## config.mk

```make
export PLATFORM = sky130hd
export DESIGN_NAME = psp_div_cell
export DESIGN_NICKNAME = d
export VERILOG_FILES = /design/src/polarization_stokes_pixel_unit_macros.svh /design/src/psp_pkg.sv /design/src/psp_div_cell.sv
export SDC_FILE = /design/constraint.sdc
export NUM_CORES = 1
export LEC_CHECK = 0
export BUFFER_PORTS_ARGS = -buffer_cell sky130_fd_sc_hd__buf_2
export CAP_MARGIN = 10
export CORE_MARGIN = 2
export CORE_UTILIZATION = 30
export CTS_BUF_LIST = sky130_fd_sc_hd__clkbuf_2
export CTS_CLUSTER_DIAMETER = 150
export DETAILED_ROUTE_END_ITERATION = 7
export PLACE_DENSITY = 0.54
export SLEW_MARGIN = 20
export SYNTH_ARGS = -nofsm -noshare
export SYNTH_HDL_FRONTEND = slang
export SYNTH_SLANG_ARGS = --single-unit
```

## constraint.sdc

```tcl
create_clock -name clk_i -period 5.5 [get_ports clk_i]
set_input_delay 0.825 -clock clk_i [delete_from_list [all_inputs] [get_ports clk_i]]
set_output_delay 0.825 -clock clk_i [all_outputs]
set_load 0.03 [all_outputs]
```

## src/polarization_stokes_pixel_unit_macros.svh

```systemverilog
// Assertion macros shared by the polarization Stokes pixel unit.
`ifndef POLARIZATION_STOKES_PIXEL_UNIT_MACROS_SVH
`define POLARIZATION_STOKES_PIXEL_UNIT_MACROS_SVH

// Same-cycle implication, sampled on clk_i and disabled during reset.
`define PSP_ASSERT_NOW(lbl, ante, cons, msg) \
  lbl: assert property (@(posedge clk_i) disable iff (!rst_ni) (ante) |-> (cons)) \
    else $error(msg);

// Next-cycle implication, sampled on clk_i and disabled during reset.
`define PSP_ASSERT_NEXT(lbl, ante, cons, msg) \
  lbl: assert property (@(posedge clk_i) disable iff (!rst_ni) (ante) |=> (cons)) \
    else $error(msg);

`endif

```

## src/psp_pkg.sv

```systemverilog
// Types, constants and table functions of the polarization Stokes pixel unit.
package psp_pkg;

  // Output mode codes.
  typedef enum logic [1:0] {
    MODE_ANGLE  = 2'd0,
    MODE_DEGREE = 2'd1,
    MODE_HSV    = 2'd2,
    MODE_QUAD   = 2'd3
  } mode_e;

  // Configuration register indexes.
  localparam logic [7:0] CFG_OUTPUT_MODE  = 8'd0;
  localparam logic [7:0] CFG_SAMPLE_DEPTH = 8'd1;
  localparam logic [7:0] CFG_GAIN_0       = 8'd2;
  localparam logic [7:0] CFG_GAIN_45      = 8'd3;
  localparam logic [7:0] CFG_GAIN_90      = 8'd4;
  localparam logic [7:0] CFG_GAIN_135     = 8'd5;

  // Sample depth codes.
  localparam logic [1:0] DEPTH_8  = 2'd0;
  localparam logic [1:0] DEPTH_12 = 2'd1;

  // Reset values of the calibration gains (unsigned Q2.14).
  localparam logic [15:0] GAIN_0_RST   = 16'd16825;
  localparam logic [15:0] GAIN_45_RST  = 16'd16384;
  localparam logic [15:0] GAIN_90_RST  = 16'd17015;
  localparam logic [15:0] GAIN_135_RST = 16'd16466;

  // Degree scaling: 255 * 4000 on the Q.12 magnitude, 1000 * stk0 + 2^14 below.
  localparam int unsigned DEG_SCALE = 1020000;
  localparam int unsigned DEN_SCALE = 1000;
  localparam int unsigned DEN_BIAS  = 16384;

  // Quotient bits of the degree divider: eight result bits and one overflow bit.
  localparam int unsigned DIV_STEPS = 9;

  typedef struct packed {
    logic [15:0] pix_90;
    logic [15:0] pix_45;
    logic [15:0] pix_135;
    logic [15:0] pix_0;
  } psp_in_t;

  typedef struct packed {
    logic [7:0] byte_a;
    logic [7:0] byte_b;
    logic [7:0] byte_c;
    logic [7:0] byte_d;
    logic [2:0] bytes_used;
  } psp_out_t;

  typedef struct packed {
    logic [7:0] r;
    logic [7:0] g;
    logic [7:0] b;
  } rgb_t;

  // Arctangent of 2^-i in units of 2^-32 turn, truncated.
  function automatic logic [31:0] cordic_atan(input int unsigned i);
    logic [31:0] a;
    unique case (i)
      0:  a = 32'h20000000;
      1:  a = 32'h12E4051D;
      2:  a = 32'h09FB385B;
      3:  a = 32'h051111D4;
      4:  a = 32'h028B0D43;
      5:  a = 32'h0145D7E1;
      6:  a = 32'h00A2F61E;
      7:  a = 32'h00517C55;
      8:  a = 32'h0028BE53;
      9:  a = 32'h00145F2E;
      10: a = 32'h000A2F98;
      11: a = 32'h000517CC;
      12: a = 32'h00028BE6;
      13: a = 32'h000145F3;
      14: a = 32'h0000A2F9;
      15: a = 32'h0000517C;
      16: a = 32'h000028BE;
      17: a = 32'h0000145F;
      18: a = 32'h00000A2F;
      19: a = 32'h00000517;
      20: a = 32'h0000028B;
      21: a = 32'h00000145;
      22: a = 32'h000000A2;
      default: a = 32'h00000051;
    endcase
    return a;
  endfunction

  // 256-step hue ramp with a step of six per index.
  function automatic rgb_t hue_ramp(input logic [7:0] k);
    rgb_t c;
    int   ki;
    ki = int'(k);
    c  = '0;
    if (ki <= 42) begin
      c.r = 8'd255;
      c.g = 8'(6 * ki);
    end else if (ki <= 85) begin
      c.r = 8'(252 - 6 * (ki - 43));
      c.g = 8'd255;
    end else if (ki <= 127) begin
      c.g = 8'd255;
      c.b = 8'(6 * (ki - 85));
    end else if (ki <= 170) begin
      c.g = 8'(252 - 6 * (ki - 128));
      c.b = 8'd255;
    end else if (ki <= 212) begin
      c.r = 8'(6 * (ki - 170));
      c.b = 8'd255;
    end else begin
      c.r = 8'd255;
      c.b = 8'(252 - 6 * (ki - 213));
    end
    return c;
  endfunction

endpackage

```

## src/psp_div_cell.sv

```systemverilog
// One quotient bit of the restoring degree divider.
module psp_div_cell import psp_pkg::*; #(
  parameter int unsigned NW  = 51,
  parameter int unsigned DW  = 43,
  parameter int unsigned BIT = 0
) (
  input  logic                 clk_i,
  input  logic                 en_i,
  input  logic [NW-1:0]        rem_i,
  input  logic [DW-1:0]        den_i,
  input  logic [DIV_STEPS-1:0] q_i,
  output logic [NW-1:0]        rem_o,
  output logic [DW-1:0]        den_o,
  output logic [DIV_STEPS-1:0] q_o
);

  localparam int unsigned CW = NW + DW + DIV_STEPS;

  logic [CW-1:0] shifted;
  logic          take;

  assign shifted = CW'(den_i) << BIT;
  assign take    = CW'(rem_i) >= shifted;

  always_ff @(posedge clk_i) begin
    if (en_i) begin
      rem_o <= take ? (rem_i - shifted[NW-1:0]) : rem_i;
      den_o <= den_i;
      q_o   <= take ? (q_i | (DIV_STEPS'(1) << BIT)) : q_i;
    end
  end

endmodule
```

* Yosys cells after proc, flatten, opt, wreduce, memory -nomap -nowiden
Index checks and enable logic that the tools add are counted.
W data, S select, Z words.
** Operators by class
- Add/sub/neg operators :: 1
- $lt $le $gt $ge :: 1
- Multiplexer cells :: 1
** Operators by type and width (number)
- $ge A51 B43 Y1 :: 1
- $mux W51 :: 1
- $sub A51 B43 Y51 :: 1
** Word-level totals
- Register bits :: 103
- Input bits :: 105
- Output and inout port bits :: 103
- Word-level logic and storage cells :: 7

* Logic depth before layout (Yosys ltp)
- Word-level depth :: 2
- Depth in mapped cells :: 14
- Gate-level depth less buffers :: 13

* Worst setup path after synthesis
No wires, ideal clock.
- Path type :: in2reg
- Start point :: input port rem_i[0]
- End point :: register rem_o[50], data pin
- Setup time :: 0.269 ns
- Arrival time :: 3.400 ns
- Data required time :: 5.231 ns
- Path slack :: 1.831 ns
- Cell stages on the path :: 13
- Path buffers :: 0
- Cell sequence :: inv_1 > ha_1 > inv_1 > fa_1 > a211oi_2 > o211ai_1 > a21oi_2 > and4bb_4 > nor4_4 > o31ai_2 > a41o_4 > a2111oi_4 > xor2_1
** On the way
- Longest elaborated chain between the ends :: 2
- Elaborated cells between the ends (all ways) :: 3
- Those cells by class :: add/sub: 1; order compare: 1; mux: 1
** Ends and longest elaborated chain
- from (decl) :: line psp_div_cell.sv:9 : input logic [NW-1:0] rem_i,
- $sub A51 B43 Y51 / $ge A51 B43 Y1 (equally long branches) :: line psp_div_cell.sv:27, psp_div_cell.sv:23
- $mux W51 (*) :: line psp_div_cell.sv:27 : rem_o <= take ? (rem_i - shifted[NW-1:0]) : rem_i;
- to (signal assigned) :: line psp_div_cell.sv:27
- to (decl) :: line psp_div_cell.sv:12 : output logic [NW-1:0] rem_o,
Mark *: on every way between the ends. The rest lies on a longest branch, timed or not.
A chain may end at the register's enable or synchronous reset.

* Worst setup path in the final report
Ends and elaborated chain as after synthesis.

==> out/metrics.cfg <==
[setup_path]
crit_fanout = 4
worst_setup_path_end_kind = flip-flop
crit_type = in2reg
start_kind = primary input
arrival_ns = 3.92
critPathLaunch = rem_i[0]
crit_required_ns = 5.95

[pwr]
clkPwrFrac_pct = 18.8
p_comb_share_pct = 34.2
power.leakage_nw = 3.426
ir_worst_vdd_mv = 0.1103
cellInternalPower_w = 0.001323
seq_power_share_pct = 47.0
power.net_switching_w = 0.0007981
p_per_area_nw_per_um2 = 267.3
p_sw_share_pct = 37.62

[min_path]
hold_class = in2reg
hp-start = q_i[5]

[clocking]
cts_tree = done
h-tree-depth = 3
cts.sinks = 103
post_cts_buffers = 0
clockBufferDepth = 2
cts_hold_buf = 0
clk_pin_slew_ns = 0.33
cts_made_buffers = 9
cts-resized-gates = 0
cts_root_buf = clkbuf_2

[synthesis]
synth_cells = 653
synth_cell_types = 59
syn_area_um2 = 6573
synth_warnings = 0
synth_top_cell_by_area = edfxtp_1
synth_seq_cells = 103
synth.top_cell.area_share_pct = 47.06
synth_seq_area_share_pct = 47.06
synth-edff-count = 103
synthFlopType = edfxtp_1
yosysMostFrequentCell = edfxtp_1
ys_top_cells_by_count = edfxtp_1 (103), nand2_1 (74), inv_1 (57)
synthTopCellsByArea = edfxtp_1 (47%), ha_1 (8.2%), nand2_1 (4.2%), a21oi_1 (4.0%), inv_1 (3.3%)
postSynthAreaPerCell_um2 = 10.07
postSynth.asyncResetShare_pct = 0
synth.net_count = 802

[global_route]
grt_max_degree = 55
grt_pass1_wl_um = 29860
grt_pass1_vias = 5502
grt-ovfl-total = 0
antenna_found_initial = 2
grt_usage_pct = 16.11

[timing]
setup_viol = 0
max_freq_ghz = 0.2880
worstMarginPinSlew_ns = 0.7867
hold_violations = 0
drv_slew = 0
grt_setup_unrepaired = no
worst_hold_slack_ns = 0.3003
slew_headroom_pct = 47.55
period_share_pct = 63.14
worst_slack_ns = 2.027
fin_crit_ns = 3.473
final.setup.tns_ns = 0

[die]
dieArea_um2 = 23110
die_w_um = 152.0
start_util_pct = 30.30
io_pins = 208
die_y_um = 152.0
core.rowCount = 54
core_um2 = 21690

[route]
drt_iter0_drc = 338
dr.pass1.iters = 5
ant_nets = 0
wl_per_cell_um = 16.58
drcViolationCount = 0
vias_per_cell = 4.919
routed_wl_um = 18720
num_vias = 5553

[placed_design]
io_buffers = 207
gp_congestion = 0.8503
place_area_um2 = 7815
place_hpwl_um = 14690
pre_cts_slack_ns = 1.331

[cells_and_area]
design_area_um2 = 7938
layout-drive-gt1-share_pct = 28.34
area_growth_pct = 20.77
nets = 991

[flow_run]
maxCapViolCount = 0

[outcome]
outcome = finished, final reports clean

## registers in the layout (all words and copies together), names as in the netlist
signal / cells
rem_o: 51
den_o: 43
q_o: 9
## power by group through the flow
stage                     Clock, W  Sequential (W)  Combinational [W]
after floorplan                  0         0.00121           0.000301
after global placement           0         0.00102           0.000727
after detailed placement         0         0.00102           0.000728
after CTS                 0.000415         0.00100           0.000730
after global routing      0.000442         0.00101           0.000790
final                     0.000398        0.000998           0.000725
## layout by cell type (no fill, tap or decap), types with 4 or more instances in the layout
cell / count
buf_4: 4
clkbuf_2: 9
o31ai_1: 6
a21boi_0: 5
and3_1: 5
inv_1: 57
a31oi_1: 5
xnor2_1: 22
nor4_1: 7
a21o_1: 20
o21ai_1: 21
nor2b_1: 4
ha_1: 43
nand2_1: 74
nand3_1: 8
buf_2: 206
o211ai_1: 5
and2_1: 4
nand4_1: 17
xor2_1: 24
nor2_1: 32
edfxtp_1: 103
a21oi_1: 52
o21bai_1: 6
o21ai_0: 39
nor3_1: 8
o21a_1: 4
## final cells by class
class,instances,area (um^2)
flip-flops and latches,103,3093
clock buffers,9,45.04
repair buffers,210,1061
fillers,2271,13750
multi-input cells,461,3097
clock inverters,7,72.57
well taps,280,350.3
inverters,57,214.0
diodes,2,5.005
## metrics by stage
stage / util, % / std cells / total power [W]
floorplan: - / 653 / 0.001510
global placement: 36.03 / 1111 / 0.001744
detailed placement: 36.03 / 1111 / 0.001745
CTS: 36.58 / 1127 / 0.002145
global route: 36.59 / 1128 / 0.002241
finish: 36.60 / 1129 / 0.002122
## cells by family (layout without fill, tap and decap cells)
group,Yosys count,count (layout),share of synthesized area [%]
AOI/OAI and AO/OA,189,189,18.47
xor gates and xnor gates,46,46,6.130
adders and majority gates,44,44,8.490
buffers and inverters,89,283,5.825
DFF,103,103,47.06
muxes,4,4,0.6663
other,0,2,0
and+or+nand+nor,178,178,13.36
## critical path, stage by stage
cell and delay [ns]:
buf_2 0.10, inv_1 0.08, ha_1 0.19, inv_1 0.06, fa_1 0.43, a211oi_2 0.27
o211ai_1 0.19, a21oi_2 0.26, and4bb_4 0.28, nor4_4 0.29, o31ai_2 0.17, a41o_4 0.31
a2111oi_4 0.35, xor2_1 0.11
## path summary, 6_finish.rpt
kind         to  slack [ns]  cells past startpoint
min      q_o[5]        0.30                      1
max   rem_o[50]        2.03                     14
## metal layers
layer | track usage, % | routed length (um) | vias up
li1 | - | - | 2756
met4 | 3.516 | 188 | 2
met5 | 0 | 13 | -
met2 | 25.18 | 8306 | 166
met1 | 22.39 | 8940 | 2611
met3 | 4.421 | 1268 | 18
(Power assumes the default switching activity.)
