**config.mk**
```make
export PLATFORM = sky130hd
export DESIGN_NAME = psp_cordic_cell
export DESIGN_NICKNAME = d
export VERILOG_FILES = /design/src/polarization_stokes_pixel_unit_macros.svh /design/src/psp_pkg.sv /design/src/psp_cordic_cell.sv
export SDC_FILE = /design/constraint.sdc
export NUM_CORES = 1
export LEC_CHECK = 0
export BUFFER_PORTS_ARGS = -buffer_cell sky130_fd_sc_hd__clkbuf_2
export CAP_MARGIN = 20
export CORE_ASPECT_RATIO = 0.75
export CORE_MARGIN = 2
export CORE_UTILIZATION = 56
export CTS_BUF_LIST = sky130_fd_sc_hd__clkbuf_16
export DETAILED_ROUTE_END_ITERATION = 8
export GPL_TIMING_DRIVEN = 0
export PLACE_DENSITY = 0.78
export SYNTH_ARGS = -nofsm -noshare
export SYNTH_HDL_FRONTEND = slang
export SYNTH_SLANG_ARGS = --single-unit
```
**constraint.sdc**
```tcl
create_clock -name clk_i -period 4.1 [get_ports clk_i]
set_clock_uncertainty 0.2 [all_clocks]
set_input_delay 0.41 -clock clk_i [delete_from_list [all_inputs] [get_ports clk_i]]
set_output_delay 0.41 -clock clk_i [all_outputs]
set_load 0.1 [all_outputs]
```
**src/polarization_stokes_pixel_unit_macros.svh**
```systemverilog
// Assertion macros shared by the polarization Stokes pixel unit.
`ifndef POLARIZATION_STOKES_PIXEL_UNIT_MACROS_SVH
`define POLARIZATION_STOKES_PIXEL_UNIT_MACROS_SVH

// Same-cycle implication, sampled on clk_i and disabled during reset.
`define PSP_ASSERT_NOW(lbl, ante, cons, msg) \
  lbl: assert property (@(posedge clk_i) disable iff (!rst_ni) (ante) |-> (cons)) \
    else $error(msg);

// Next-cycle implication, sampled on clk_i and disabled during reset.
`define PSP_ASSERT_NEXT(lbl, ante, cons, msg) \
  lbl: assert property (@(posedge clk_i) disable iff (!rst_ni) (ante) |=> (cons)) \
    else $error(msg);

`endif

```
**src/psp_pkg.sv**
```systemverilog
// Types, constants and table functions of the polarization Stokes pixel unit.
package psp_pkg;

  // Output mode codes.
  typedef enum logic [1:0] {
    MODE_ANGLE  = 2'd0,
    MODE_DEGREE = 2'd1,
    MODE_HSV    = 2'd2,
    MODE_QUAD   = 2'd3
  } mode_e;

  // Configuration register indexes.
  localparam logic [7:0] CFG_OUTPUT_MODE  = 8'd0;
  localparam logic [7:0] CFG_SAMPLE_DEPTH = 8'd1;
  localparam logic [7:0] CFG_GAIN_0       = 8'd2;
  localparam logic [7:0] CFG_GAIN_45      = 8'd3;
  localparam logic [7:0] CFG_GAIN_90      = 8'd4;
  localparam logic [7:0] CFG_GAIN_135     = 8'd5;

  // Sample depth codes.
  localparam logic [1:0] DEPTH_8  = 2'd0;
  localparam logic [1:0] DEPTH_12 = 2'd1;

  // Reset values of the calibration gains (unsigned Q2.14).
  localparam logic [15:0] GAIN_0_RST   = 16'd16825;
  localparam logic [15:0] GAIN_45_RST  = 16'd16384;
  localparam logic [15:0] GAIN_90_RST  = 16'd17015;
  localparam logic [15:0] GAIN_135_RST = 16'd16466;

  // Degree scaling: 255 * 4000 on the Q.12 magnitude, 1000 * stk0 + 2^14 below.
  localparam int unsigned DEG_SCALE = 1020000;
  localparam int unsigned DEN_SCALE = 1000;
  localparam int unsigned DEN_BIAS  = 16384;

  // Quotient bits of the degree divider: eight result bits and one overflow bit.
  localparam int unsigned DIV_STEPS = 9;

  typedef struct packed {
    logic [15:0] pix_90;
    logic [15:0] pix_45;
    logic [15:0] pix_135;
    logic [15:0] pix_0;
  } psp_in_t;

  typedef struct packed {
    logic [7:0] byte_a;
    logic [7:0] byte_b;
    logic [7:0] byte_c;
    logic [7:0] byte_d;
    logic [2:0] bytes_used;
  } psp_out_t;

  typedef struct packed {
    logic [7:0] r;
    logic [7:0] g;
    logic [7:0] b;
  } rgb_t;

  // Arctangent of 2^-i in units of 2^-32 turn, truncated.
  function automatic logic [31:0] cordic_atan(input int unsigned i);
    logic [31:0] a;
    unique case (i)
      0:  a = 32'h20000000;
      1:  a = 32'h12E4051D;
      2:  a = 32'h09FB385B;
      3:  a = 32'h051111D4;
      4:  a = 32'h028B0D43;
      5:  a = 32'h0145D7E1;
      6:  a = 32'h00A2F61E;
      7:  a = 32'h00517C55;
      8:  a = 32'h0028BE53;
      9:  a = 32'h00145F2E;
      10: a = 32'h000A2F98;
      11: a = 32'h000517CC;
      12: a = 32'h00028BE6;
      13: a = 32'h000145F3;
      14: a = 32'h0000A2F9;
      15: a = 32'h0000517C;
      16: a = 32'h000028BE;
      17: a = 32'h0000145F;
      18: a = 32'h00000A2F;
      19: a = 32'h00000517;
      20: a = 32'h0000028B;
      21: a = 32'h00000145;
      22: a = 32'h000000A2;
      default: a = 32'h00000051;
    endcase
    return a;
  endfunction

  // 256-step hue ramp with a step of six per index.
  function automatic rgb_t hue_ramp(input logic [7:0] k);
    rgb_t c;
    int   ki;
    ki = int'(k);
    c  = '0;
    if (ki <= 42) begin
      c.r = 8'd255;
      c.g = 8'(6 * ki);
    end else if (ki <= 85) begin
      c.r = 8'(252 - 6 * (ki - 43));
      c.g = 8'd255;
    end else if (ki <= 127) begin
      c.g = 8'd255;
      c.b = 8'(6 * (ki - 85));
    end else if (ki <= 170) begin
      c.g = 8'(252 - 6 * (ki - 128));
      c.b = 8'd255;
    end else if (ki <= 212) begin
      c.r = 8'(6 * (ki - 170));
      c.b = 8'd255;
    end else begin
      c.r = 8'd255;
      c.b = 8'(252 - 6 * (ki - 213));
    end
    return c;
  endfunction

endpackage

```
**src/psp_cordic_cell.sv**
```systemverilog
// One vectoring rotation of the angle CORDIC.
module psp_cordic_cell import psp_pkg::*; #(
  parameter int unsigned XW    = 36,
  parameter int unsigned STAGE = 0
) (
  input  logic                 clk_i,
  input  logic                 en_i,
  input  logic signed [XW-1:0] x_i,
  input  logic signed [XW-1:0] y_i,
  input  logic [31:0]          z_i,
  output logic signed [XW-1:0] x_o,
  output logic signed [XW-1:0] y_o,
  output logic [31:0]          z_o
);

  logic signed [XW-1:0] x_d, y_d, dx, dy;
  logic [31:0]          z_d, atan;

  assign dx   = y_i >>> STAGE;
  assign dy   = x_i >>> STAGE;
  assign atan = cordic_atan(STAGE);

  // Rotate toward the x axis and accumulate the angle.
  always_comb begin
    if (y_i > 0) begin
      x_d = x_i + dx;
      y_d = y_i - dy;
      z_d = z_i + atan;
    end else begin
      x_d = x_i - dx;
      y_d = y_i + dy;
      z_d = z_i - atan;
    end
  end

  always_ff @(posedge clk_i) begin
    if (en_i) begin
      x_o <= x_d;
      y_o <= y_d;
      z_o <= z_d;
    end
  end

endmodule

```
Yosys cells after proc, flatten, opt, wreduce, memory -nomap -nowiden
Index checks and enable logic that the tools add are counted.
{"block": "totals", "mem_bits_ro": 0, "mem_bits_rw": 0, "n_memories": 0, "register_bits": 104, "wordCells": 12, "in_bits": 106, "latchBits": 0}
{"block": "op_classes", "n_addsub": 5, "order_cmp": 1, "div": 0, "n_mux": 3, "n_bitwise": 0, "n_mul": 0, "eq_ne": 0, "reduce_logical": 0, "shifts": 0}
{"operator": "two-way mux 36 bit", "n": 2}
{"operator": "subtractor 36 bit", "n": 2}
{"operator": "adder 36 bit", "n": 1}
{"operator": "> comparator 36 x 1 -> 1 bit, second input constant", "n": 1}
{"operator": "adder 32 x 30 -> 32 bit, second input constant", "n": 1}
{"operator": "two-way mux 32 bit", "n": 1}
{"operator": "subtractor 32 x 30 -> 32 bit, second input constant", "n": 1}

Depth between registers and ports, before layout
{"block": "logic_depth", "ltp_word": 2, "depth_mapped": 13, "depth_no_buf": 13}

Worst setup path before layout
OpenSTA, ideal clock, no wires.
{"block": "synth_path", "path_kind": "input port to flip-flop", "startpoint": "input x_i[0]", "endpoint": "register x_o[28] (data pin)", "setup_time_ps": 260, "path_buffers": 0, "path_stages": 13, "arrival_ps": 2770, "slack_ps": 870, "t_required_ps": 3640, "cell_sequence": "inv_1 > ha_1 > fa_1 > nand2b_1 > o221ai_2 > a21oi_2 > a21oi_2 > o31a_4 > a211oi_2 > a211o_1 > or3_1 > a221oi_2 > xnor2_1"}
{"block": "synth_between", "elab_chain_cells": 2}
{"element": "start, declared", "line_no": "psp_cordic_cell.sv:8", "rtl": "input logic signed [XW-1:0] x_i,"}
{"element": "subtractor 36 bit / adder 36 bit (equally long branches)", "line_no": "psp_cordic_cell.sv:30, psp_cordic_cell.sv:26"}
{"element": "two-way mux 36 bit (*)", "line_no": "psp_cordic_cell.sv:25", "rtl": "if (y_i > 0) begin"}
{"element": "named net x_d[28]", "line_no": "psp_cordic_cell.sv:16", "rtl": "logic signed [XW-1:0] x_d, y_d, dx, dy;"}
{"element": "end signal, assigned", "line_no": "psp_cordic_cell.sv:38", "rtl": "x_o <= x_d;"}
{"element": "end, declared", "line_no": "psp_cordic_cell.sv:11", "rtl": "output logic signed [XW-1:0] x_o,"}
The timed path passes the listed nets; every way through them passes the cells marked *.
A chain may end at the register's enable or synchronous reset.

Worst setup path in the final report
{"block": "layout_path", "startpoint": "input x_i[0]", "endpoint": "register x_o[34] (data pin)"}
Same word-level chain as after synthesis.

==> summary.md <==
| Metric | Value |
|---|---|
| Status | complete, no violations |
| Buffers added on ports | 209 |
| Die outline width | between 150 and 200 um |
| Critical-path cell list | clkbuf_2 -> inv_1 -> ha_1 -> fa_1 -> nand2b_1 -> o221ai_2 -> a21oi_2 -> o21ai_1 -> a41oi_1 -> o41ai_2 -> a21o_1 -> a31oi_1 -> nor3_1 -> xor2_1 |
| Detailed Route Iter0 Violations | around 1.3k |
| Portion of total power attributed to combinational logic | 0.511 |
| Filler instances | 1437 |
| Number of nets in the layout | about 1.5k |
| Number of clock sinks | a little over 100 |
| Slew @ Worst Pin | around 1000 ps |
| Sequential cell area fraction in the yosys report | 0.323 |
| Fraction of the mapped netlist area in adder cells | 0.145 |
| Number of cells produced by synthesis | 1086 |
| Post-placement setup slack | around 120 ps |
| Commonest non-fill, non-tap cells in the layout | sky130_fd_sc_hd__clkbuf_2 (208), sky130_fd_sc_hd__a21oi_1 (137), sky130_fd_sc_hd__inv_1 (112) |
| Drt wl/cell | approximately 22 um |
| Mux contribution to synthesized area | 0.0127 |
| Post-synthesis instance area | ~9600 sq um |
| Final setup margin | roughly 300 ps |
| Synth top area share | 0.323 |
| Setup TNS | 0 ps |
| Post-detailed-routing wire length | 34.3 mm |
| Setup Fix Bufs, Post-CTS | 0 |
| H-tree lvl count | 3 |
| CP Class | primary input to register |
| Minimum period implied by the final worst setup slack | ~3800 ps |
| Switching share of power | 0.509 |
| Final count of hold timing violations | 0 |
| Gr usage total | 0.367 |
| Power density relative to cell area | 432 nW/um^2 |
| Xor/xnor share of the synthesized area | 0.0640 |
| Die Ht | about 120 um |
| Delay of the slowest cell on the worst path | ~580 ps |
| HPWL after DPL | between 20 and 30 mm |
| Count of pins on the block boundary | 210 |
| GR Overflow Total | 0 |
| Class of the tightest hold or removal check | primary input to register |
| Synth Net Count | 1301 |
| DRT antenna net count | 0 |
| Most frequently used flop master after synthesis | sky130_fd_sc_hd__edfxtp_1 |
| Met1 Usage GRT | 0.531 |
| Startpoint type of the worst setup path | primary input |
| Pin count of the biggest net entering global routing | 74 |
| Number of global-route vias before repair | 8886 |
| Portion of total power attributed to sequential cells | 0.288 |
| Required time of the critical path | 4000 ps |
| Number of hold buffers added after CTS | 0 |
| Main combinational cell family by area after synthesis | compound AO/OA/AOI/OAI gates |
| Clock share of power | 0.201 |
| Inserted Clock Buffers | 9 |
| Number of different library cells in the post-synthesis netlist | 81 |
| Arr. time, crit path | between 3000 and 4000 ps |
| Detailed-route vias per instance | 6.27 |
| Core ar. | around 17000 sq um |
| Maximum Capacitance Violations | 0 |
| Hold path depth | 1 |
| Total iterations of the first detailed-routing run | 8 |
| Highest ir drop seen on vdd | between 0.3 and 0.4 mV |
| Largest cells by area after synthesis | sky130_fd_sc_hd__edfxtp_1 (32%), sky130_fd_sc_hd__ha_1 (14%), sky130_fd_sc_hd__a21oi_1 (7.2%), sky130_fd_sc_hd__xnor2_1 (6.0%), sky130_fd_sc_hd__inv_1 (4.4%) |
| Row count | 41 |
| Signed area change from the synthesized netlist to the final layout | 17.4% |
| Unrepaired setup endpoints after global routing | no |
| Die footprint | approximately 18000 sq um |
| Maximum number of buffers from clock root to sink | 2 |
| CP endpoint kind | register |
| Fraction of the cycle the final worst path needs | 0.927 |
| Global-route wire length before repair | approximately 51 mm |
| Final setup violating endpoints | 0 |
| Cell count after placement | ~1.5k |
| Cell taking the most area after synthesis | sky130_fd_sc_hd__edfxtp_1 |
| Highest clock frequency the design can meet | about 260 MHz |
| Final Wtd Congestion | just over 1 |
| Resize count post-CTS | 0 |
| Highest fanout seen on the critical path | 3 |
| TritonCTS clock tree | done |
| Fraction of final layout cells sized beyond drive strength 1 | 0.213 |
| Initial Util | 0.571 |
| Library cell contributing the largest single delay on the critical path | sky130_fd_sc_hd__o41ai_2 |
| Number of standard cells in the layout, taps in and fillers out | 1527 |
| Static leakage | 5.05 nW |
| Psw | between 2 and 2.5 mW |
| Synthesized area per cell | 8.83 sq um |
| Count of inserted antenna diode cells | 0 |
| Most utilized layer in the global route result | met1 |
| Met2 Resource Use GR | 0.520 |
| Post-synthesis sequential element count | 103 |
| Rel. slew slack | 0.313 |
| Simple-gate share of the synthesized area | 0.126 |
| Grt met3 use | 0.124 |
| Number of antenna violations at the first check in global routing | 0 |
| Internal power | 2.39 mW |
| Clock transition at the register clock pins on the worst setup and hold paths after CTS | 80 ps |
| Compound-cell area share of the yosys netlist | 0.254 |
| Number of synthesized flops with an enable pin | roughly 100 |
| Final Slew Violations | 0 |
| Clk root buf | sky130_fd_sc_hd__clkbuf_16 |
| Asr flop ratio synth | 0 |
| Yosys warnings | 0 |
| DRC violation count after routing | 0 |
| Vias post-DR | 9568 |
| Most frequent standard cell in the layout excluding fill and tap cells | sky130_fd_sc_hd__clkbuf_2 |
[path summary, 6_finish.rpt]
path                  startpoint  endpoint  slack [ps]
worst max-delay path      x_i[0]   x_o[34]         300
worst min-delay path     z_i[13]   z_o[13]          20
[critical path: cells and delay by family]
| family | cells | cell delay, ps |
|---|---|---|
| compound gates | 7 | 1890 |
| xor+xnor | 1 | 130 |
| fa+ha+maj | 2 | 640 |
| buf+inv | 2 | 160 |
| simple gates | 2 | 460 |
[cell families after synthesis]
kind of cell,Yosys count
mux,12
fa+ha+maj,109
simple gates,252
flops,103
compound gates,375
xor+xnor,70
buf+inv,165
[sequential cells by signal, summed over array words and instances (netlist names)]
register	flops
x_o	36
z_o	32
y_o	35
[synthesized netlist by cell type (all sizes together), types with 11 or more instances]
| master | n |
|---|---|
| a21oi | 140 |
| inv | 117 |
| ha | 105 |
| edfxtp | 103 |
| nor2 | 101 |
| o21ai | 71 |
| xnor2 | 66 |
| nand2 | 37 |
| o21bai | 35 |
| buf | 28 |
| nor3 | 24 |
| a21o | 20 |
| clkbuf | 19 |
| nand3 | 17 |
| o211ai | 17 |
| nand4 | 16 |
| nor4 | 12 |
| o31ai | 12 |
| mux2i | 11 |
[layer usage]
layer,up-vias,part of all wire
met3,83,0.13
met5,-,0
met1,4463,0.43
met4,0,0.027
li1,4357,-
met2,665,0.41
[metrics by stage]
stage | hold slack (ps) | cell area, sq um | power [mW] | utilization
6_report | 19.3 | 11300 | 4.86 | 0.671
2_1_floorplan | 309 | 9590 | 3.31 | -
3_3_place_gp | 387 | 10900 | 3.83 | 0.650
3_5_place_dp | 389 | 10900 | 3.85 | 0.652
4_1_cts | 13.1 | 11300 | 4.82 | 0.671
5_1_grt | 10.0 | 11300 | 5.01 | 0.671
[power groups by stage]
stage	sequential, mW	clock (mW)	combinational (mW)
finish	1.40	0.975	2.48
global route	1.41	1.02	2.58
CTS	1.40	0.981	2.44
detailed placement	1.43	0	2.43
global placement	1.42	0	2.41
floorplan	2.51	0	0.800
[final cells by class]
class / count / area [sq um] / area share
multi-input combinational: 818 / 5770 / 0.513
sequential: 103 / 3090 / 0.275
timing repair buffer: 210 / 1080 / 0.0956
inverter: 118 / 443 / 0.0394
buffer: 47 / 280 / 0.0249
tap: 215 / 269 / 0.0239
clock buffer: 9 / 225 / 0.0200
clock inverter: 7 / 97.6 / 0.00867
Power figures use the tool's default switching activity.
