<file path="src/polarization_stokes_pixel_unit_macros.svh">
// Assertion macros shared by the polarization Stokes pixel unit.
`ifndef POLARIZATION_STOKES_PIXEL_UNIT_MACROS_SVH
`define POLARIZATION_STOKES_PIXEL_UNIT_MACROS_SVH

// Same-cycle implication, sampled on clk_i and disabled during reset.
`define PSP_ASSERT_NOW(lbl, ante, cons, msg) \
  lbl: assert property (@(posedge clk_i) disable iff (!rst_ni) (ante) |-> (cons)) \
    else $error(msg);

// Next-cycle implication, sampled on clk_i and disabled during reset.
`define PSP_ASSERT_NEXT(lbl, ante, cons, msg) \
  lbl: assert property (@(posedge clk_i) disable iff (!rst_ni) (ante) |=> (cons)) \
    else $error(msg);

`endif

</file>
<file path="src/psp_pkg.sv">
// Types, constants and table functions of the polarization Stokes pixel unit.
package psp_pkg;

  // Output mode codes.
  typedef enum logic [1:0] {
    MODE_ANGLE  = 2'd0,
    MODE_DEGREE = 2'd1,
    MODE_HSV    = 2'd2,
    MODE_QUAD   = 2'd3
  } mode_e;

  // Configuration register indexes.
  localparam logic [7:0] CFG_OUTPUT_MODE  = 8'd0;
  localparam logic [7:0] CFG_SAMPLE_DEPTH = 8'd1;
  localparam logic [7:0] CFG_GAIN_0       = 8'd2;
  localparam logic [7:0] CFG_GAIN_45      = 8'd3;
  localparam logic [7:0] CFG_GAIN_90      = 8'd4;
  localparam logic [7:0] CFG_GAIN_135     = 8'd5;

  // Sample depth codes.
  localparam logic [1:0] DEPTH_8  = 2'd0;
  localparam logic [1:0] DEPTH_12 = 2'd1;

  // Reset values of the calibration gains (unsigned Q2.14).
  localparam logic [15:0] GAIN_0_RST   = 16'd16825;
  localparam logic [15:0] GAIN_45_RST  = 16'd16384;
  localparam logic [15:0] GAIN_90_RST  = 16'd17015;
  localparam logic [15:0] GAIN_135_RST = 16'd16466;

  // Degree scaling: 255 * 4000 on the Q.12 magnitude, 1000 * stk0 + 2^14 below.
  localparam int unsigned DEG_SCALE = 1020000;
  localparam int unsigned DEN_SCALE = 1000;
  localparam int unsigned DEN_BIAS  = 16384;

  // Quotient bits of the degree divider: eight result bits and one overflow bit.
  localparam int unsigned DIV_STEPS = 9;

  typedef struct packed {
    logic [15:0] pix_90;
    logic [15:0] pix_45;
    logic [15:0] pix_135;
    logic [15:0] pix_0;
  } psp_in_t;

  typedef struct packed {
    logic [7:0] byte_a;
    logic [7:0] byte_b;
    logic [7:0] byte_c;
    logic [7:0] byte_d;
    logic [2:0] bytes_used;
  } psp_out_t;

  typedef struct packed {
    logic [7:0] r;
    logic [7:0] g;
    logic [7:0] b;
  } rgb_t;

  // Arctangent of 2^-i in units of 2^-32 turn, truncated.
  function automatic logic [31:0] cordic_atan(input int unsigned i);
    logic [31:0] a;
    unique case (i)
      0:  a = 32'h20000000;
      1:  a = 32'h12E4051D;
      2:  a = 32'h09FB385B;
      3:  a = 32'h051111D4;
      4:  a = 32'h028B0D43;
      5:  a = 32'h0145D7E1;
      6:  a = 32'h00A2F61E;
      7:  a = 32'h00517C55;
      8:  a = 32'h0028BE53;
      9:  a = 32'h00145F2E;
      10: a = 32'h000A2F98;
      11: a = 32'h000517CC;
      12: a = 32'h00028BE6;
      13: a = 32'h000145F3;
      14: a = 32'h0000A2F9;
      15: a = 32'h0000517C;
      16: a = 32'h000028BE;
      17: a = 32'h0000145F;
      18: a = 32'h00000A2F;
      19: a = 32'h00000517;
      20: a = 32'h0000028B;
      21: a = 32'h00000145;
      22: a = 32'h000000A2;
      default: a = 32'h00000051;
    endcase
    return a;
  endfunction

  // 256-step hue ramp with a step of six per index.
  function automatic rgb_t hue_ramp(input logic [7:0] k);
    rgb_t c;
    int   ki;
    ki = int'(k);
    c  = '0;
    if (ki <= 42) begin
      c.r = 8'd255;
      c.g = 8'(6 * ki);
    end else if (ki <= 85) begin
      c.r = 8'(252 - 6 * (ki - 43));
      c.g = 8'd255;
    end else if (ki <= 127) begin
      c.g = 8'd255;
      c.b = 8'(6 * (ki - 85));
    end else if (ki <= 170) begin
      c.g = 8'(252 - 6 * (ki - 128));
      c.b = 8'd255;
    end else if (ki <= 212) begin
      c.r = 8'(6 * (ki - 170));
      c.b = 8'd255;
    end else begin
      c.r = 8'd255;
      c.b = 8'(252 - 6 * (ki - 213));
    end
    return c;
  endfunction

endpackage

</file>
<file path="src/psp_sqrt_cell.sv">
// One result bit of the digit-by-digit integer square root.
module psp_sqrt_cell import psp_pkg::*; #(
  parameter int unsigned VW  = 61,
  parameter int unsigned RB  = 31,
  parameter int unsigned BIT = 0
) (
  input  logic          clk_i,
  input  logic          en_i,
  input  logic [VW-1:0] rem_i,
  input  logic [RB-1:0] root_i,
  output logic [VW-1:0] rem_o,
  output logic [RB-1:0] root_o
);

  localparam int unsigned TW = VW + 2;

  logic [TW-1:0] trial;
  logic          take;

  // (root + 2^BIT)^2 - root^2 against what is left of the radicand.
  assign trial = (TW'(root_i) << (BIT + 1)) + (TW'(1) << (2 * BIT));
  assign take  = TW'(rem_i) >= trial;

  always_ff @(posedge clk_i) begin
    if (en_i) begin
      rem_o  <= take ? (rem_i - trial[VW-1:0]) : rem_i;
      root_o <= take ? (root_i | (RB'(1) << BIT)) : root_i;
    end
  end

endmodule

</file>
<file path="config.mk">
export PLATFORM = sky130hd
export DESIGN_NAME = psp_sqrt_cell
export DESIGN_NICKNAME = d
export VERILOG_FILES = /design/src/polarization_stokes_pixel_unit_macros.svh /design/src/psp_pkg.sv /design/src/psp_sqrt_cell.sv
export SDC_FILE = /design/constraint.sdc
export NUM_CORES = 1
export LEC_CHECK = 0
export ABC_AREA = 1
export BUFFER_PORTS_ARGS = -buffer_cell sky130_fd_sc_hd__buf_4
export CAP_MARGIN = 20
export CORE_MARGIN = 4
export CORE_UTILIZATION = 59
export CTS_CLUSTER_SIZE = 30
export DETAILED_ROUTE_END_ITERATION = 8
export PLACE_DENSITY = 0.9
export SYNTH_ARGS = -nofsm -noshare
export SYNTH_HDL_FRONTEND = slang
export SYNTH_SLANG_ARGS = --single-unit
</file>
<file path="constraint.sdc">
create_clock -name clk_i -period 4.85 [get_ports clk_i]
set_input_delay 0.2425 -clock clk_i [delete_from_list [all_inputs] [get_ports clk_i]]
set_output_delay 0.2425 -clock clk_i [all_outputs]
set_load 0.03 [all_outputs]
</file>
# Yosys cells after proc, flatten, opt, wreduce, memory -nomap -nowiden

Index checks and enable logic that the tools add are counted.

Output and inout port bits: 92
Flip-flop bits (word level): 92
Word-level logic and storage cells: 7

Muxes and demuxes: 1
Magnitude comparators: 1
Add/sub/neg operators: 2

Operators with widths:

| cell                  | number |
|---|---|
| $ge 61x33->1          | 1 |
| $mux 61               | 1 |
| $sub 61x33->61        | 1 |
| $add 32x1->33 const B | 1 |

# Longest topological paths before layout

Gate-level depths: netlist of the first run.

Word-level depth: 3
Gate-level depth with buffers: 17
Depth with buffers taken out: 16

# Least setup slack after synthesis of the first run

No wires, ideal clock.

Kind: input-to-reg
From: in root_i[6]
To: reg root_o[0], data pin
Stages: 16
Setup slack: 2.850 ns
Required time: 4.594 ns
Setup time: 0.256 ns
Buffers on the path: 2
Data arrival time: 1.743 ns
Cell sequence: inv_1 ha_1 nand2_1 inv_1 nand2_1 nand2_1 a21oi_1 nand2_2 nand2_1 nand2_2 nand2_1 nand2_2 inv_2 buf_6 buf_6 nand2_1

Longest elaborated chain between the ends: 2

RTL lines:

| element                | RTL line            | RTL |
|---|---|---|
| start: declaration     | psp_sqrt_cell.sv:10 | `input logic [RB-1:0] root_i,` |
| $add 32x1->33          | psp_sqrt_cell.sv:21 | `assign trial = (TW'(root_i) << (BIT + 1)) + (TW'(1) << (2 * BIT));` |
| $ge 61x33->1           | psp_sqrt_cell.sv:22 | `assign take = TW'(rem_i) >= trial;` |
| end signal: assignment | psp_sqrt_cell.sv:27 | `root_o <= take ? (root_i \| (RB'(1) << BIT)) : root_i;` |
| end: declaration       | psp_sqrt_cell.sv:12 | `output logic [RB-1:0] root_o` |

Every way passes these cells.
A chain may end at the register's enable or synchronous reset.

# Final worst setup path of the first run

From: in rem_i[1]
To: reg rem_o[32], data pin

Longest elaborated chain between the ends: 2

RTL lines:

| element                                               | RTL line                                 | RTL |
|---|---|---|
| start: declaration                                    | psp_sqrt_cell.sv:9                       | `input logic [VW-1:0] rem_i,` |
| $sub 61x33->61 / $ge 61x33->1 (equally long branches) | psp_sqrt_cell.sv:26, psp_sqrt_cell.sv:22 |  |
| $mux 61 (*)                                           | psp_sqrt_cell.sv:26                      | `rem_o <= take ? (rem_i - trial[VW-1:0]) : rem_i;` |
| end signal: assignment                                | psp_sqrt_cell.sv:26                      |  |
| end: declaration                                      | psp_sqrt_cell.sv:11                      | `output logic [VW-1:0] rem_o,` |

Mark *: on every way between the ends. The rest lies on a longest branch, timed or not.

==> run summary, run 1 <==
Required time worst endpoint: 4.97 ns
Maxcap violations: 0
Total setup buffers inserted after CTS: 0
Status: complete, no violations
Flops & latches, synth: 92
DR WL/cell: 18.4 um
Clock buffer depth: 2
Setup ws final: 2.39 ns
Layout cells sized above 1: 19.5%
Die span in x: 121 um
Met3 routed WL: 2870 um
Met2 wire length: 12600 um
Ant. Diodes: 0
Multi-input gate area: 3850 um^2
Residual DRC: 0
Flip-flop and latch area: 2760 um^2
Maximum fanout along the worst path: 5
Routed vias: 8185
Crit path top cell by count: nand2_1
Setup crit end kind: flip-flop
Cts hold-fix bufs: 0
Slowest stage delay, CP: 0.50 ns
Tmin final: 2.46 ns
Largest net degree at the start of global routing: 93
Detailed Routing Iterations Pass 1: 8
CP top delay family: simple AND/OR/NAND/NOR gates
Pre-CTS setup slack: 2.06 ns
Vias in the first global route: 7896
Post-route ant nets: 0
Post-DR vias/cell: 5.55
Total CTS buffers: 9
Total die area: 14600 um^2
Final clock period utilization by the worst path: 50.8%
Unique cell type count in the Yosys netlist: 29
Core ar.: 12200 um^2
Clock-pin slew on the worst setup and hold paths: 0.07 ns
Worst min-delay path category: in2reg
Cells after Synth: 1113
CTS Root Cell: clkbuf_16
Initial core utilization: 61.3%
First-pass GRT wire length: 41700 um
Detailed Route WL: 27100 um
Top Metal Used: met4
# clock sinks: 92
Row count: 40
Main synth FF type: edfxtp_1
Initial DRC Count: 1034
WL met1: 10200 um
Final Net Count: 1429
Post-CTS sizing: 0
DP Wirelength: 20700 um
Post-synth EDFFs: 92
Yosys warns: 0
CP bufs+invs: 3
I/O Buffers: 185
Tightest Pin Transition: 0.553 ns
TritonCTS clock tree: yes
RSZ-0062 raised after global routing: false
Slowest CP cell: fa_1
Initial antenna violation count: 0
Die height: 121 um
Final setup violation count: 0
GRT overflow: 0
Setup CP Type: in2reg
Area Overhead vs Synth: 25.2%
Fin. Hold Viols: 0
Leak Pwr: 0.00481 uW
Pins over their slew limit: 0
Post-synth ARST share: 0%
Fillers: 915
H-Tree Depth: 3
Syn nets: 1240
Relative slew margins: 62.9%
Setup TNS: 0 ns
Gpl congestion: 0.968
Pwr/cell area: 288 nW/um^2
Sequential area share after synthesis: 36.9%
Max Clk Rate: 406 MHz
Startpoint Class: input pin
CP cell instances: buf_4, inv_1, fa_1, o21ai_1, nand2_1, nand2_1, nand2_1, nand3_1, nand2_1, nand3b_1, nand2_1, nand2_1, inv_1
GRT Util Overall: 37.3%
Mapped Area: 7490 um^2
CP arrival: 2.58 ns
Worst vdd ir: 0.184 mV
I/O pin cnt: 186
Syn Area/Cell: 6.73 um^2
==> sequential cells by signal (all words and copies together), names as in the netlist <==
signal / flops
root_o: 31
rem_o: 61
==> placed cells by master, fill, tap and decap left out <==
cell and instances:
nand2_1 457, inv_1 196, buf_4 186, nor2_1 112
edfxtp_1 92, nand3_1 50, ha_1 32, a21oi_1 29
xor2_1 27, a21oi_2 19, nor3_1 13, nand3b_1 11
nand4_1 11, inv_2 11, clkbuf_16 9, nor2_2 8
nand2_2 7, o21bai_1 6, o21ai_0 4, and2_1 4
nor4_1 3, nor3_2 3, o21ai_1 2, nor2_4 2
inv_6 2, clkinvlp_4 2, bufinv_16 2, xnor2_1 1
nand3_2 1, clkinv_1 1, fa_1 1, clkinv_2 1
buf_16 1, buf_12 1
==> final cells by class <==
class	count	share of cell area, %
clock buffer	9	2.40
clock inverter	7	1.04
sequential	92	29.5
inverter	208	8.33
timing repair buffer	188	15.4
tap	168	2.24
multi-input combinational	803	41.1
==> per-layer routing <==
| layer | track usage (%) | up-vias |
|---|---|---|
| met4 | 18.5 | 0 |
| met1 | 45.4 | 3628 |
| met2 | 61.4 | 601 |
| li1 | - | 3822 |
| met5 | 0 | - |
| met3 | 9.45 | 134 |
==> logic make-up after synthesis <==
logic type / synth area share (%)
compound gates: 5.16
buf+inv: 11.6
flops: 36.9
simple gates: 37.4
xor+xnor: 3.28
fa+ha+maj: 5.61
==> power by group <==
| group | leakage (uW) | total [uW] | switching, uW | internal (uW) |
|---|---|---|---|---|
| Sequential | 0.000901 | 1010 | 29.0 | 984 |
| Combinational | 0.00375 | 898 | 596 | 302 |
| Clock | 0.000152 | 791 | 337 | 455 |
| Total | 0.00481 | 2700 | 961 | 1740 |
==> synthesized netlist by cell type (5+ instances only) <==
| cell | number | area, um^2 |
|---|---|---|
| xor2_1 | 27 | 236 |
| a21oi_1 | 29 | 145 |
| nand3b_1 | 11 | 82.6 |
| nand2_1 | 457 | 1720 |
| nor2_2 | 8 | 50.1 |
| nor2_1 | 112 | 420 |
| inv_2 | 11 | 41.3 |
| ha_1 | 32 | 400 |
| nand4_1 | 11 | 68.8 |
| nand3_1 | 50 | 250 |
| edfxtp_1 | 92 | 2760 |
| nor3_1 | 13 | 65.1 |
| nand2_2 | 7 | 43.8 |
| inv_1 | 196 | 736 |
| buf_6 | 5 | 56.3 |
| a21oi_2 | 19 | 166 |
| o21bai_1 | 6 | 45.0 |
==> final timing paths <==
check,start,endpoint,depth (start not counted)
max,rem_i[1],rem_o[32]$_DFFE_PP_,13
min,root_i[5],root_o[5]$_DFFE_PP_,1
==> per-stage QoR <==
| stage | area, um^2 | instances | util, % | power [uW] | hold slack [ns] |
|---|---|---|---|---|---|
| 2_1_floorplan | 7490 | 1113 | - | 1540 | 0.341 |
| 3_3_place_gp | 9020 | 1458 | 73.9 | 1860 | 0.430 |
| 3_5_place_dp | 9020 | 1458 | 73.9 | 1890 | 0.432 |
| 4_1_cts | 9350 | 1474 | 76.5 | 2680 | 0.0627 |
| 5_1_grt | 9380 | 1475 | 76.8 | 2800 | 0.0543 |
| 6_report | 9380 | 1475 | 76.8 | 2700 | 0.0626 |
Power figures use the tool's default switching activity.
==> inputs of run 2 (changes only) <==
--- a/config.mk
+++ b/config.mk
@@ -5,14 +5,14 @@
 export SDC_FILE = /design/constraint.sdc
 export NUM_CORES = 1
 export LEC_CHECK = 0
-export ABC_AREA = 1
+export ABC_AREA = 0
 export BUFFER_PORTS_ARGS = -buffer_cell sky130_fd_sc_hd__buf_4
 export CAP_MARGIN = 20
 export CORE_MARGIN = 4
-export CORE_UTILIZATION = 59
+export CORE_UTILIZATION = 52
 export CTS_CLUSTER_SIZE = 30
 export DETAILED_ROUTE_END_ITERATION = 8
-export PLACE_DENSITY = 0.9
+export PLACE_DENSITY = 0.85
 export SYNTH_ARGS = -nofsm -noshare
 export SYNTH_HDL_FRONTEND = slang
 export SYNTH_SLANG_ARGS = --single-unit
==> constraint.sdc (replaced) <==
create_clock -name clk_i -period 2.6 [get_ports clk_i]
set_input_delay 0.13 -clock clk_i [delete_from_list [all_inputs] [get_ports clk_i]]
set_output_delay 0.13 -clock clk_i [all_outputs]
set_load 0.03 [all_outputs]
==> run summary, run 2 <==
Yosys warns: 0 (unchanged)
Adder-Cell Fraction of Synth Area: 7.30% (was 5.61%)
GRT Util Overall: 30.8% (was 37.3%)
Detailed Route WL: 19900 um (was 27100 um)
Commonest non-fill, non-tap cells in the layout: buf_4 (299), edfxtp_1 (92), nand2_1 (74) (was nand2_1 (457), inv_1 (196), buf_4 (186))
# clock sinks: 92 (unchanged)
Final clock period utilization by the worst path: 98.3%
Setup crit end kind: flip-flop (unchanged)
CTS Root Cell: clkbuf_8 (was clkbuf_16)
Total die area: 12800 um^2 (was 14600 um^2)
Initial DRC Count: 503 (was 1034)
Setup CP Type: in2reg (unchanged)
Max Clk Rate: 391 MHz
Main synth FF type: edfxtp_1 (unchanged)
Maxcap violations: 0 (unchanged)
Dpl cell area: 8220 um^2 (was 9020 um^2)
Simple-gate share of the synthesized area: 16.6% (was 37.4%)
Gpl congestion: 0.881 (was 0.968)
H-Tree Depth: 3 (unchanged)
Detailed Routing Iterations Pass 1: 5 (was 8)
Compound-Gate Fraction of Synth Area: 15.3% (was 5.16%)
Unique cell type count in the Yosys netlist: 54 (was 29)
Slowest stage delay, CP: 0.57 ns (was 0.50 ns)
Cells after Synth: 573 (was 1113)
Required time worst endpoint: 2.72 ns (was 4.97 ns)
Most instantiated library cell after synthesis: edfxtp_1 (was nand2_1)
Synth area leaders: edfxtp_1 (48%), ha_1 (6.9%), xor2_1 (6.8%) (was edfxtp_1 (37%), nand2_1 (23%), inv_1 (9.8%))
Syn Area/Cell: 10.1 um^2 (was 6.73 um^2)
Clock buffer depth: 2 (unchanged)
I/O Buffers: 185 (unchanged)
CP bufs+invs: 2 (was 3)
Setup TNS: 0 ns (unchanged)
TritonCTS clock tree: yes (unchanged)
Fin area: 8770 um^2 (was 9380 um^2)
Final setup violation count: 0 (unchanged)
DR WL/cell: 19.0 um (was 18.4 um)
Initial core utilization: 53.2% (was 61.3%)
Status: complete, no violations (unchanged)
Largest net degree at the start of global routing: 52 (was 93)
First-pass GRT wire length: 31500 um (was 41700 um)
Initial antenna violation count: 0 (unchanged)
CP arrival: 2.67 ns (was 2.58 ns)
Flops & latches, synth: 92 (unchanged)
CP cell instances: buf_4, or4_1, or4_1, nor3_2, and4bb_2, o31ai_4, o221ai_2, buf_4, nor3_1, xor2_1 (was buf_4, inv_1, fa_1, o21ai_1, nand2_1, nand2_1, nand2_1, nand3_1, nand2_1, nand3b_1, nand2_1, nand2_1, inv_1)
Post-DR vias/cell: 5.70 (was 5.55)
Clock-pin slew on the worst setup and hold paths: 0.09 ns (was 0.07 ns)
Startpoint Class: input pin (unchanged)
GRT overflow: 0 (unchanged)
Tightest Pin Transition: 0.581 ns (was 0.553 ns)
Tmin final: 2.55 ns
Final total power: 4390 uW (was 2700 uW)
Post-route ant nets: 0 (unchanged)
Synth Area in XOR/XNOR: 8.97% (was 3.28%)
Area Overhead vs Synth: 52.2% (was 25.2%)
I/O pin cnt: 186 (unchanged)
Row count: 38 (was 40)
Synth top area share: 47.9% (was 36.9%)
Pins over their slew limit: 0 (unchanged)
Ant. Diodes: 0 (unchanged)
Fin. Hold Viols: 0 (unchanged)
Commonest non-fill, non-tap cell in the layout: buf_4 (was nand2_1)
Worst min-delay path category: in2reg (unchanged)
Sequential area share after synthesis: 47.9% (was 36.9%)
Die height: 113 um (was 121 um)
Mapped Area: 5760 um^2 (was 7490 um^2)
CP top delay family: simple AND/OR/NAND/NOR gates (unchanged)
Total CTS buffers: 9 (unchanged)
Final core occ: 80.9% (was 76.8%)
Syn nets: 700 (was 1240)
Residual DRC: 0 (unchanged)
Worst vdd ir: 0.297 mV (was 0.184 mV)
Layout cells sized above 1: 38.4% (was 19.5%)
Die span in x: 113 um (was 121 um)
Fillers: 683 (was 915)
Most flops, register: rem_o (unchanged)
Final Net Count: 1026 (was 1429)
Routed vias: 5944 (was 8185)
Post-synth top area cell: edfxtp_1 (unchanged)
Max reg flops: 61 (unchanged)
Top cells by count, synth: edfxtp_1 (92), nand2_1 (74), o21ai_0 (46) (was nand2_1 (457), inv_1 (196), nor2_1 (112))
Relative slew margins: 61.2% (was 62.9%)
DP Wirelength: 14600 um (was 20700 um)
Mux contribution to synthesized area: 0% (unchanged)
Largest family of logic cells by synthesized area: simple AND/OR/NAND/NOR gates (unchanged)
WP depth: 10 (was 13)
Core ar.: 10800 um^2 (was 12200 um^2)
Vias in the first global route: 6104 (was 7896)
Post-synth ARST share: 0% (unchanged)
Maximum fanout along the worst path: 7 (was 5)
Top flop regs: rem_o x61, root_o x31 (unchanged)
Worst hold path stage count: 2 (was 1)
Leak Pwr: 0.00382 uW (was 0.00481 uW)
Slowest CP cell: or4_1 (was fa_1)
Pwr/cell area: 500 nW/um^2 (was 288 nW/um^2)
Post-synth EDFFs: 92 (unchanged)
run 2: changes by cell type in the layout (fill, tap and decap cells not counted), moves of 13 or more:
cell	previous run	this run
nand2_1	457	74
inv_1	196	37
buf_4	186	299
nor2_1	112	35
o21ai_0	4	46
nand3_1	50	10
dlygate4sd3_1	0	29
a21oi_2	19	1
xor2_1	27	45
a21o_1	0	14
xnor2_1	1	14
run 2: cell type report:
class	count	area, um^2	area share, %
sequential	92	2760	31.5
multi-input combinational	426	2930	33.4
clock buffer	10	128	1.46
clock inverter	5	30.0	0.343
tap	140	175	2.00
inverter	38	143	1.63
timing repair buffer	332	2600	29.6
run 2: per-stage QoR:
| stage | hold WS [ns] | setup WS (ns) | instances |
|---|---|---|---|
| final | 0.0345 | 0.0452 | 1043 |
| after global placement | 0.318 | -0.338 | 999 |
| after global routing | 0.0239 | -0.0972 | 1043 |
| after detailed placement | 0.318 | -0.352 | 999 |
| after floorplan | 0.229 | 0.00116 | 573 |
| after CTS | 0.0325 | 0.0305 | 1043 |
run 2: final timing paths:
| check | startpoint | endpoint | slack [ns] |
|---|---|---|---|
| hold / removal | root_i[22] | root_o[22]$_DFFE_PP_ | 0.03 |
| setup / recovery | rem_i[52] | rem_o[59]$_DFFE_PP_ | 0.05 |
run 2: power by group:
| group | switching, uW | leakage, uW | internal [uW] |
|---|---|---|---|
| logic | 930 | 0.00284 | 692 |
| clock network | 537 | 0.0000795 | 339 |
| registers | 53.3 | 0.000901 | 1840 |
run 2: per-layer routing:
metal / track usage, % / part of all wire (%) / vias up
met5: 0 / 0 / -
met2: 53.6 / 51 / 329
met1: 40.0 / 40 / 2814
li1: - / - / 2757
met3: 5.03 / 7.5 / 44
met4: 8.01 / 2.0 / 0
run 2: logic make-up (layout without fill, tap and decap cells):
kind of cell,Yosys count,count (layout)
buffers and inverters,55,385
adder cells (fa/ha/maj),33,33
AO/OA/AOI/OAI,141,141
flip-flops,92,92
XOR/XNOR,59,59
AND/OR/NAND/NOR,193,193
run 2: repair_timing:
item                                    4_1_cts  5_1_grt
endpoints found under the setup margin        5       26
endpoints found under the hold margin        29        0
hold buffers                                 29        0
buffers inserted                              0        0
pin swaps                                     0        3
resized for setup                             2       17
==> inputs of run 3 (changes only) <==
--- a/config.mk
+++ b/config.mk
@@ -9,10 +9,11 @@
 export BUFFER_PORTS_ARGS = -buffer_cell sky130_fd_sc_hd__buf_4
 export CAP_MARGIN = 20
 export CORE_MARGIN = 4
-export CORE_UTILIZATION = 52
+export CORE_UTILIZATION = 40
+export CTS_BUF_LIST = sky130_fd_sc_hd__clkbuf_16
 export CTS_CLUSTER_SIZE = 30
 export DETAILED_ROUTE_END_ITERATION = 8
-export PLACE_DENSITY = 0.85
+export PLACE_DENSITY = 0.68
 export SYNTH_ARGS = -nofsm -noshare
 export SYNTH_HDL_FRONTEND = slang
 export SYNTH_SLANG_ARGS = --single-unit
==> run summary, run 3 (synthesis gave the netlist of run 2 again) <==
Status: complete, no violations (unchanged)
Die height: 128 um (was 113 um)
Initial antenna violation count: 0 (unchanged)
Maxcap violations: 0 (unchanged)
Setup crit end kind: flip-flop (unchanged)
Initial core utilization: 41.2% (was 53.2%)
Die span in x: 128 um (was 113 um)
H-Tree Depth: 3 (unchanged)
Relative slew margins: 48.6% (was 61.2%)
CP Capture Point: rem_o[48]$_DFFE_PP_ (was rem_o[59]$_DFFE_PP_)
Detailed Routing Iterations Pass 1: 5 (unchanged)
Detailed Route WL: 17900 um (was 19900 um)
RSZ-0062 raised after global routing: true
Layout cells sized above 1: 39.8% (was 38.4%)
Post-DR vias/cell: 5.13 (was 5.70)
Slowest stage delay, CP: 0.55 ns (was 0.57 ns)
Gpl congestion: 0.940 (was 0.881)
Setup TNS: 0 ns (unchanged)
GRT Util Overall: 21.5% (was 30.8%)
Clock buffer depth: 2 (unchanged)
Slowest CP cell: or4_1 (unchanged)
Ant. Diodes: 0 (unchanged)
Residual DRC: 0 (unchanged)
Critical path startpoint: rem_i[52] (unchanged)
Final clock period utilization by the worst path: 97.9% (was 98.3%)
Tmin final: 2.55 ns (about the same)
Clock-pin slew on the worst setup and hold paths: 0.06 ns (was 0.09 ns)
Crit path top cell by count: buf_4
Total die area: 16400 um^2 (was 12800 um^2)
Final setup violation count: 0 (unchanged)
Core ar.: 14000 um^2 (was 10800 um^2)
Max reg flops: 61 (unchanged)
Worst min-delay path category: in2reg (unchanged)
Startpoint Class: input pin (unchanged)
Most flops, register: rem_o (unchanged)
Final total power: 4780 uW (was 4390 uW)
Setup CP Type: in2reg (unchanged)
Vias in the first global route: 5607 (was 6104)
I/O Buffers: 185 (unchanged)
Worst vdd ir: 0.280 mV (was 0.297 mV)
Inst Count DP: 1042 (was 999)
Total CTS buffers: 9 (unchanged)
Tightest Pin Transition: 0.769 ns (was 0.581 ns)
Finished Layout Cells: 1089 (was 1043)
First-pass GRT wire length: 28200 um (was 31500 um)
Pwr/cell area: 527 nW/um^2 (was 500 nW/um^2)
Fin. Hold Viols: 0 (unchanged)
CP cell instances: buf_4, or4_1, or4_4, nor3_2, and4bb_2, o31ai_4, buf_6, nor2_4, buf_4, nor4_4, xor2_1 (was buf_4, or4_1, or4_1, nor3_2, and4bb_2, o31ai_4, o221ai_2, buf_4, nor3_1, xor2_1)
Commonest non-fill, non-tap cells in the layout: buf_4 (303), edfxtp_1 (92), nand2_1 (74) (was buf_4 (299), edfxtp_1 (92), nand2_1 (74))
Top flop regs: rem_o x61, root_o x31 (unchanged)
Pins over their slew limit: 0 (unchanged)
DR WL/cell: 16.4 um (was 19.0 um)
Hold_ws: 0.0506 ns (was 0.0345 ns)
Largest net degree at the start of global routing: 53 (was 52)
TritonCTS clock tree: yes (unchanged)
Routed vias: 5588 (was 5944)
Pre-CTS setup slack: -0.487 ns (was -0.352 ns)
GRT overflow: 0 (unchanged)
Setup ws final: 0.0548 ns (was 0.0452 ns)
Row count: 43 (was 38)
Post-route ant nets: 0 (unchanged)
Area Overhead vs Synth: 57.4% (was 52.2%)
I/O pin cnt: 186 (unchanged)
DP Wirelength: 14100 um (was 14600 um)
Required time worst endpoint: 2.70 ns (was 2.72 ns)
Leak Pwr: 0.00392 uW (was 0.00382 uW)
Initial DRC Count: 318 (was 503)
Maximum fanout along the worst path: 17 (was 7)
Fillers: 1202 (was 683)
Max Clk Rate: 393 MHz (was 391 MHz)
Final Net Count: 1031 (was 1026)
CTS Root Cell: clkbuf_16 (was clkbuf_8)
# clock sinks: 92 (unchanged)
CP arrival: 2.65 ns (was 2.67 ns)
Commonest non-fill, non-tap cell in the layout: buf_4 (unchanged)
==> run 3: worst min-delay path by stage <==
| stage | startpoint | endpoint | slack (ns) | depth (start not counted) |
|---|---|---|---|---|
| detailed placement | root_i[10] | root_o[10]$_DFFE_PP_ | 0.32 | 1 |
| CTS | root_i[17] | root_o[17]$_DFFE_PP_ | 0.05 | 2 |
| floorplan | root_i[10] | root_o[10]$_DFFE_PP_ | 0.23 | 0 |
| global route | root_i[17] | root_o[17]$_DFFE_PP_ | 0.04 | 2 |
| global placement | root_i[9] | root_o[9]$_DFFE_PP_ | 0.32 | 1 |
| finish | root_i[17] | root_o[17]$_DFFE_PP_ | 0.05 | 2 |
==> run 3: layout make-up <==
cell class	count	area (um^2)	share of cell area, %
sequential	92	2760	30.5
timing repair buffer	336	2620	28.9
inverter	38	143	1.57
clock buffer	9	225	2.48
tap	180	225	2.48
multi-input combinational	427	3030	33.5
clock inverter	7	60.1	0.662
==> run 3: power breakdown <==
part           switching, uW  internal, uW
clock                    554           733
sequential              48.3          1840
combinational            898           708
total                   1500          3280
==> run 3: timing repair <==
action                                 in CTS  in global routing
hold buffers                               29                  0
resized for setup                           8                 27
pin swaps                                   1                  5
cloned                                      0                  1
buffers inserted                            0                  1
endpoints found under the hold margin      29                  0
setup endpoints to repair                  35                 56
==> run 3: stage by stage <==
step | cell area, um^2 | utilization [%]
finish | 9070 | 64.8
global route | 9070 | 64.8
CTS | 8890 | 63.6
detailed placement | 8280 | 59.2
global placement | 8280 | 59.2
floorplan | 5840 | -
==> run 3: worst max-delay path: cells and delay by family <==
family                    cells  cell delay [ns]
and+or+nand+nor               6             1.74
AOI/OAI and AO/OA             1             0.07
xor gates and xnor gates      1             0.17
buffers and inverters         3             0.51
==> run 3: per-layer routing <==
metal	wire length [um]	up-vias	track usage [%]
li1	-	2770	-
met1	7880	2624	28.9
met2	8590	181	35.2
met3	1170	13	5.25
met4	223	0	5.06
met5	0	-	0
